## src/rtl/mfs_ram.sv

```systemverilog
// Generic single-write, single-read RAM with registered read data.
`timescale 1ns / 1ps

module mfs_ram #(
    parameter int WIDTH = 8,
    parameter int DEPTH = 16
) (
    input  logic                     aclk,
    input  logic                     we,
    input  logic [$clog2(DEPTH)-1:0] waddr,
    input  logic [WIDTH-1:0]         wdata,
    input  logic [$clog2(DEPTH)-1:0] raddr,
    output logic [WIDTH-1:0]         rdata
);

    logic [WIDTH-1:0] mem [DEPTH];

    always_ff @(posedge aclk) begin
        if (we) begin
            mem[waddr] <= wdata;
        end
        rdata <= mem[raddr];
    end

endmodule

```

## config.mk

```make
export PLATFORM = sky130hd
export DESIGN_NAME = mfs_ram
export DESIGN_NICKNAME = d
export VERILOG_FILES = /design/src/rtl/mfs_ram.sv
export SDC_FILE = /design/constraint.sdc
export NUM_CORES = 1
export LEC_CHECK = 0
export CAP_MARGIN = 20
export CORE_UTILIZATION = 25
export CTS_CLUSTER_SIZE = 30
export DETAILED_ROUTE_END_ITERATION = 16
export DONT_BUFFER_PORTS = 1
export HOLD_SLACK_MARGIN = 0.15
export SETUP_SLACK_MARGIN = 0.2
export SLEW_MARGIN = 20
export SYNTH_ARGS = -nofsm -noshare
export SYNTH_HDL_FRONTEND = slang
export SYNTH_SLANG_ARGS = --single-unit
```

## constraint.sdc

```tcl
create_clock -name aclk -period 2.58 [get_ports aclk]
set_clock_uncertainty 0.15 [all_clocks]
set_input_delay 0.258 -clock aclk [delete_from_list [all_inputs] [get_ports aclk]]
set_output_delay 0.258 -clock aclk [all_outputs]
set_load 0.05 [all_outputs]
```

==> results.yml, run 1 <==
placement:
  routabilityCongestion: 0.7620
  io_buffers: 0
  placed_cells: 496
  dp_hpwl_mm: 6.519
cells_and_area:
  seq_area_um2: 4004
  final_cells: 545
  multiInputGateArea_um2: 1057
  drive_gt1_frac: 0.2109
  synthToLayoutAreaGrowth_pct: 20.37
  fin_nets: 280
  fillers: 1935
  num_antenna_cells: 0
critical_path:
  cp_cell_sequence: "mux4_1 -> dlygate4sd3_1 -> a22oi_1 -> nand2_1"
  arrival_ns: 2.08
  critical_path_buf_inv_count: 1
  end_kind: "register"
  worst_path_max_delay_cell: "dlygate4sd3_1"
  max_stage_delay_ns: 0.57
  worstSetupStartpointType: "register"
  cp_data_required_time_ns: 2.72
  cpLargestDelayFamily: "buffers and inverters"
  worstSetupPathType: "reg -> reg"
  cp_max_fo: 1
floorplan:
  initial_core_util: 0.2544
  placeableCoreArea_um2: 20230
  die_width_um: 145.5
  die_y_um: 145.5
  rows: 52
  num_io_pins: 26
  dieArea_um2: 21170
drt:
  first_pass_iters: 5
  drt-total-wl_mm: 10.77
  wl_per_cell_um: 19.76
  vias: 2388
  final_antenna_net_count: 0
  drtIter0Drc: 188
  viasPerCell: 4.382
  drc: 0
clocking:
  clk_pin_slew_ns: 0.06
  cts_tree: "yes"
  cts_sinks: 136
  h-tree-depth: 4
  clockBufferDepth: 2
  clock-root-buffer: "clkbuf_16"
  clk_latency_ns: 0.42
  cts_resized: 0
  cts_buffers: 17
timing:
  finalSetupViolCount: 0
  rsz0062_at_grt: "no"
  slew_violations: 0
  relSlewSlack: 0.4664
  finalCritPeriodShare: 0.7519
  period_needed_ns: 1.940
  tightestPinTransition_ns: 0.7974
  setup_tns_ns: 0
  hold_viol: 0
  max_freq_mhz: 515.5
synth:
  synth_area_leaders: "edfxtp_1 75%, mux4_2 7.9%, mux4_1 7.1%"
  netlist_instances: 229
  yosysTopAreaCellShare: 0.7467
  avgSynthCellArea_um2: 22.48
  ys_ff_latch: 136
  yosysUniqueCellTypes: 19
  synth_largest_area_cell: "edfxtp_1"
  yosysWarnings: 0
  synth_area_um2: 5147
  synth_nets: 247
  ys_seq_area_frac: 0.7778
power_and_ir_drop:
  cellLeakagePower_nw: 1.972
  ir_worst_vdd_v: 0.0006013
  p_per_area_nw_per_um2: 806.6
global_routing:
  grt_pass1_wl_mm: 16.10
  grt_usage: 0.1075
  grt_antenna_before_repair: 0
  grt_max_degree: 31
  grt_remaining_overflow: 0
  grt_pass1_vias: 2557
min_path:
  hold_class: "in -> reg"
run:
  cap_violations: 0
run_status:
  outcome: "complete, no violations"
[flip-flops by register name, summed over array words and instances (netlist names)]
register and count:
mem 128, rdata 8
[what timing repair did]
item                                   CTS  global route
setup buffers                            0             0
hold buffers                            17             0
endpoints found under the hold margin  168             0
[cells by family after synthesis]
| kind of cell | share of synthesized area |
|---|---|
| muxes | 0.1502 |
| AOI/OAI and AO/OA | 0.02334 |
| and+or+nand+nor | 0.03184 |
| DFF | 0.7778 |
| buffers and inverters | 0.01677 |
[synthesized netlist by cell type]
master,n
mux4_1,14
nand3b_1,2
nor2b_1,1
nand3_1,1
nand2b_1,2
or3b_2,1
buf_4,1
buf_2,3
nand2_1,9
mux4_2,18
buf_6,3
edfxtp_1,128
nor2_1,13
clkdlybuf4s25_2,3
a22oi_1,16
and2_1,1
dfxtp_1,8
nor3_1,4
and2b_1,1
[report_power, final]
part	leakage (nW)	switching [W]	internal, W
clock network	0.257	0.000916	0.00133
logic	0.491	0.000121	0.0000925
registers	1.22	0.0000697	0.00247
[per-layer routing]
layer  wire [µm]  global-route usage  part of all wire
met1        4813              0.1451              0.45
met3        1003             0.03981             0.093
met5           0                   0                 0
met2        4852              0.1563              0.45
met4          99             0.04316            0.0092
[layout by cell type (no fill, tap or decap)]
cell type	netlist	final
a22oi_1	16	16
and2_1	1	1
and2b_1	1	1
buf_12	0	2
buf_4	1	7
bufinv_16	0	1
clkbuf_1	0	1
clkbuf_16	0	17
clkinv_1	0	1
clkinv_2	0	2
clkinv_4	0	1
clkinvlp_4	0	5
dfxtp_1	8	8
dlygate4sd3_1	0	15
edfxtp_1	128	128
inv_6	0	4
mux4_1	14	14
mux4_2	18	18
nand2_1	9	9
nand2b_1	2	2
nand3_1	1	1
nand3b_1	2	2
nor2_1	13	13
nor2b_1	1	1
nor3_1	4	4
or3b_2	1	1
[through the flow]
| stage | cell area [µm²] | utilization | setup WS [ns] | power (W) | hold WS, ns |
|---|---|---|---|---|---|
| detailed placement | 5451 | 0.2694 | 0.6493 | 0.002724 | 0.2078 |
| floorplan | 5147 | - | 0.6791 | 0.002704 | 0.2069 |
| CTS | 6196 | 0.3062 | 0.6666 | 0.005030 | 0.1508 |
| finish | 6196 | 0.3062 | 0.6402 | 0.004998 | 0.1640 |
| global placement | 5451 | 0.2694 | 0.7675 | 0.002720 | 0.2081 |
| global route | 6196 | 0.3062 | 0.5280 | 0.005133 | 0.1698 |
[layout make-up]
type                            instances  area share
Multi-Input combinational cell         83      0.1706
Tap cell                              270     0.05452
Clock inverter                         14     0.02019
Clock buffer                           18     0.06927
Timing Repair Buffer                   24     0.03918
Sequential cell                       136      0.6462
[worst register-to-register path: cells and delay by family, from the launching register on]
family | cells | cell delay (ns)
simple gates | 1 | 0.06
mux | 1 | 0.50
compound gates | 1 | 0.18
buf+inv | 1 | 0.57
flops | 1 | 0.35
[final timing paths]
| path | slack [ns] | startpoint | cells past startpoint | to |
|---|---|---|---|---|
| hold reg to reg | 0.53 | mem[14][5]$_DFFE_PP_ | 3 | rdata[5]$_DFF_P_ |
| hold / removal | 0.16 | raddr[0] | 3 | rdata[1]$_DFF_P_ |
| setup reg to reg | 0.64 | mem[9][5]$_DFFE_PP_ | 4 | rdata[5]$_DFF_P_ |
| setup / recovery | 0.64 | mem[9][5]$_DFFE_PP_ | 4 | rdata[5]$_DFF_P_ |
Note: power is estimated with default switching activity, not from simulation.
==> inputs of run 2 (changes only) <==
==> constraint.sdc (replaced) <==
create_clock -name aclk -period 1.7 [get_ports aclk]
set_clock_uncertainty 0.15 [all_clocks]
set_input_delay 0.17 -clock aclk [delete_from_list [all_inputs] [get_ports aclk]]
set_output_delay 0.17 -clock aclk [all_outputs]
set_load 0.05 [all_outputs]
==> run 2 against run 1 <==
  * The run now ends with negative hold slack left
  * Via count up 1.0%
  * Clock-buffer cell count up 4
  * Critical path depth unchanged
  * Combinational power up 39%
==> results.yml, run 2 (synthesis results as in run 1) <==
power_and_ir_drop:
  combinationalPowerShare: 0.041
  cellLeakagePower_nw: 1.957
  p_per_area_nw_per_um2: 1161
  p_sw_frac: 0.2038
  clock_power_share: 0.420
  ir_worst_vdd_v: 0.0007199
  power_frac_seq: 0.539
  net-switching-power_w: 0.001459
  internal_power_w: 0.005700
timing:
  finalHoldWorstSlack_ns: -0.05339
  slew_violations: 0
  rsz0062_at_grt: "yes"
  setup_tns_ns: 0
  finalSetupViolCount: 0
  tightestPinTransition_ns: 0.6066
  hold_viol: 5
  period_needed_ns: 1.491
  relSlewSlack: 0.5943
  max_freq_mhz: 670.9
  finalCritPeriodShare: 0.8768
cells_and_area:
  fin_nets: 285
  layout_commonest_cell: "edfxtp_1"
  top_regs: "mem x128, rdata x8"
  synthToLayoutAreaGrowth_pct: 19.76
  largest-register: "mem"
  final_cells: 548
  num_antenna_cells: 0
  drive_gt1_frac: 0.2626
  fillers: 1913
  layout_common_cells: "128 x edfxtp_1, 23 x mux4_2, 18 x buf_4"
  largest_reg_flops: 128
global_routing:
  grt_max_degree: 33
  grt_pass1_wl_mm: 15.70
  grt_remaining_overflow: 0
  grt_usage: 0.1037
  grt_pass1_vias: 2442
  grt_antenna_before_repair: 1
min_path:
  hold_class: "in -> reg"
clocking:
  cts_buffers: 17
  clk_pin_slew_ns: 0.05
  clk_latency_ns: 0.41
  cts_tree: "yes"
  cts_sinks: 136
  clock-root-buffer: "clkbuf_16"
  h-tree-depth: 4
  clockBufferDepth: 2
  hold_buffers: 11
floorplan:
  placeableCoreArea_um2: 20230
  rows: 52
  dieArea_um2: 21170
  die_y_um: 145.5
  num_io_pins: 26
  die_width_um: 145.5
  initial_core_util: 0.2544
drt:
  first_pass_iters: 4
  wl_per_cell_um: 18.87
  vias: 2413
  drc: 0
  final_antenna_net_count: 0
  drt-total-wl_mm: 10.34
  drtIter0Drc: 250
  viasPerCell: 4.403
critical_path:
  arrival_ns: 1.44
  end_kind: "register"
  worstSetupStartpointType: "input pin"
  worstSetupPathType: "in -> reg"
  cp_data_required_time_ns: 1.65
  cp_max_fo: 8
placement:
  routabilityCongestion: 0.7125
  placed_cells: 507
  io_buffers: 0
  dp_hpwl_mm: 6.540
run_status:
  failed_checks: "negative hold slack"
  outcome: "finished with violations"
run:
  cap_violations: 0
run 2: layout make-up:
| type | instances | area (µm²) | area share |
|---|---|---|---|
| timing repair buffer | 29 | 245.2 | 0.03978 |
| tap | 270 | 337.8 | 0.05480 |
| sequential | 136 | 4004 | 0.6495 |
| multi-input combinational | 83 | 1100 | 0.1784 |
| clock buffer | 22 | 444.2 | 0.07205 |
| clock inverter | 8 | 33.78 | 0.005480 |
run 2: power by group through the flow:
stage	Sequential [W]	Clock, W	Combinational (W)
floorplan	0.00391	0	0.000191
global placement	0.00392	0	0.000212
detailed placement	0.00393	0	0.000214
CTS	0.00386	0.00305	0.000291
global route	0.00387	0.00321	0.000319
finish	0.00386	0.00300	0.000296
run 2: layer usage:
| metal | global-route usage | wire length [µm] | vias to the layer above |
|---|---|---|---|
| met4 | 0.03000 | 77 | 2 |
| met2 | 0.1430 | 4607 | 84 |
| met3 | 0.04734 | 874 | 9 |
| met1 | 0.1451 | 4770 | 1273 |
| li1 | - | - | 1045 |
| met5 | 0 | 13 | - |
run 2: worst paths after layout:
check,from,end,slack [ns],cells past startpoint
worst max-delay path,waddr[1],mem[10][7]$_DFFE_PP_,0.21,4
worst min-delay path,raddr[1],rdata[0]$_DFF_P_,-0.05,3
worst max register to register,mem[1][0]$_DFFE_PP_,rdata[0]$_DFF_P_,0.22,3
worst min register to register,mem[15][0]$_DFFE_PP_,rdata[0]$_DFF_P_,0.53,3
run 2: repair_timing:
item                       4_1_cts  5_1_grt
buffers inserted                 0        0
hold endpoints to repair       192        8
setup endpoints to repair        6       13
gates resized for setup          7        7
pin swaps                        1        4
run 2: critical path, cell delays in order:
cell and delay [ns]:
dlygate4sd3_1 0.73, nand2b_1 0.20, nor2_1 0.12, buf_4 0.21
run 2: stage by stage:
step	worst slack [ns]	instance area, µm²	utilization	power (W)	hold slack (ns)
6_report	0.2095	6165	0.3047	0.007159	-0.05339
5_1_grt	0.1743	6165	0.3047	0.007401	-0.08783
4_1_cts	0.2009	6163	0.3046	0.007205	-0.09106
3_5_place_dp	0.1413	5549	0.2742	0.004144	0.1197
3_3_place_gp	0.1328	5549	0.2742	0.004137	0.1200
2_1_floorplan	0.1139	5162	-	0.004104	0.1189
==> inputs of run 3 (changes only) <==
--- a/config.mk
+++ b/config.mk
@@ -5,11 +5,13 @@
 export SDC_FILE = /design/constraint.sdc
 export NUM_CORES = 1
 export LEC_CHECK = 0
+export ABC_CLOCK_PERIOD_IN_PS = 1700
 export CAP_MARGIN = 20
 export CORE_UTILIZATION = 25
 export CTS_CLUSTER_SIZE = 30
 export DETAILED_ROUTE_END_ITERATION = 16
 export DONT_BUFFER_PORTS = 1
+export GPL_TIMING_DRIVEN = 0
 export HOLD_SLACK_MARGIN = 0.15
 export SETUP_SLACK_MARGIN = 0.2
 export SLEW_MARGIN = 20
==> run 3 against run 2 <==
  * Maximum frequency down 3.7%
  * Critical path type is now reg -> reg
  * Critical path depth fell by 1
  * The flow still finishes with violations (negative hold slack)
  * Worst hold slack lost 0.075 ns
  * Critical endpoint is now rdata[0]$_DFF_P_
  * Register-to-register slack got worse by 0.07 ns
  * Sequential share of layout area down 1.5 points
  * Utilization grew 0.72 points
  * Clock power is 41% higher
  * Via count decreased by 0.91%
  * First-iteration DRC count increased by 2.0%
==> results.yml, run 3 (synthesis results as in run 1) <==
timing:
  relSlewSlack: 0.4258
  period_needed_ns: 1.548
  finalCritPeriodShare: 0.9104
  hold_viol: 32
  tightestPinTransition_ns: 0.8582
  rsz0062_at_grt: "yes"
  slew_violations: 0
  finalSetupViolCount: 0
  finalHoldWorstSlack_ns: -0.1280
  max_freq_mhz: 646.1
critical_path:
  worstSetupPathType: "reg -> reg"
  cp_data_required_time_ns: 1.83
  end_kind: "register"
  cp_max_fo: 1
  worstSetupStartpointType: "register"
  arrival_ns: 1.68
clocking:
  clk_latency_ns: 0.42
  clk_pin_slew_ns: 0.06
  cts_buffers: 17
  cts_tree: "yes"
  clock-root-buffer: "clkbuf_16"
  hold_buffers: 9
  clockBufferDepth: 2
  h-tree-depth: 4
  postCtsSetupBuffers: 0
  cts_sinks: 136
cells_and_area:
  top_regs: "mem x128, rdata x8"
  drive_gt1_frac: 0.2926
  fin_nets: 275
  largest_reg_flops: 128
  layout_commonest_cell: "edfxtp_1"
  largest-register: "mem"
  num_antenna_cells: 0
  synthToLayoutAreaGrowth_pct: 22.58
  layout_common_cells: "128 x edfxtp_1, 23 x mux4_2, 17 x clkbuf_16"
min_path:
  hold_class: "in -> reg"
global_routing:
  grt_max_degree: 17
  grt_pass1_wl_mm: 15.95
  met2_usage: 0.1555
  grt_antenna_before_repair: 0
  grt_usage: 0.1068
  use_met3: 0.03323
  use_met1: 0.1494
  grt_pass1_vias: 2513
  grt_remaining_overflow: 0
  busiest_layer: "met2"
drt:
  vias: 2391
  wl_per_cell_um: 19.29
  drt-total-wl_mm: 10.42
  first_pass_iters: 7
  drtIter0Drc: 255
  drc: 0
  final_antenna_net_count: 0
  viasPerCell: 4.428
floorplan:
  dieArea_um2: 21170
  placeableCoreArea_um2: 20230
  num_io_pins: 26
  initial_core_util: 0.2544
  die_width_um: 145.5
  die_y_um: 145.5
  rows: 52
run:
  cap_violations: 0
power_and_ir_drop:
  cellLeakagePower_nw: 1.993
  ir_worst_vdd_v: 0.0007340
  p_per_area_nw_per_um2: 1336
  power_w: 0.008427
placement:
  io_buffers: 0
  dp_hpwl_mm: 6.726
  routabilityCongestion: 0.8060
run_status:
  outcome: "finished with violations"
  failed_checks: "negative hold slack"
-- run 3: power breakdown --
part,switching [W],internal (W)
Sequential,0.000101,0.00375
Clock,0.00133,0.00289
Combinational,0.000203,0.000145
-- run 3: critical path, cell delays in order, from the launching register on --
cell and delay, ns:
edfxtp_1 0.37, mux4_2 0.49, a22oi_2 0.30, nand2_1 0.10
-- run 3: per-layer routing --
layer / share of wire / vias to the layer above
li1: - / 1031
met1: 0.45 / 1243
met2: 0.45 / 113
met3: 0.091 / 4
met4: 0.0051 / 0
met5: 0 / -
-- run 3: worst paths after layout --
kind | startpoint | endpoint | slack (ns) | cells after the start
worst max-delay path | mem[2][0]$_DFFE_PP_ | rdata[0]$_DFF_P_ | 0.15 | 3
worst min-delay path | waddr[0] | mem[4][0]$_DFFE_PP_ | -0.13 | 1
worst max register to register | mem[2][0]$_DFFE_PP_ | rdata[0]$_DFF_P_ | 0.15 | 3
worst min register to register | mem[15][2]$_DFFE_PP_ | rdata[2]$_DFF_P_ | 0.54 | 3
-- run 3: layout make-up --
type / instances / area (µm²)
Sequential cell: 136 / 4004
Tap cell: 270 / 337.8
Buffer: 10 / 86.33
Clock inverter: 13 / 247.7
Timing Repair Buffer: 9 / 90.09
Clock buffer: 19 / 432.9
Multi-Input combinational cell: 83 / 1111
Fill cell: 1889 / 13920
-- run 3: per-stage QoR --
| step | TNS, ns | worst slack, ns | instance area, µm² | util | std cells |
|---|---|---|---|---|---|
| detailed placement | -6.254 | -0.2047 | 5505 | 0.2721 | 499 |
| global placement | -8.654 | -0.3024 | 5500 | 0.2718 | 499 |
| global route | 0 | 0.1312 | 6310 | 0.3118 | 540 |
| CTS | 0 | 0.1527 | 6290 | 0.3108 | 540 |
| finish | 0 | 0.1523 | 6310 | 0.3118 | 540 |
| floorplan | 0 | 0.1139 | 5162 | - | 229 |
-- run 3: what timing repair did --
item | in CTS | in global routing
pin swaps | 5 | 1
resized for setup | 12 | 6
endpoints found under the hold margin | 178 | 48
gates cloned | 0 | 0
endpoints found under the setup margin | 8 | 24
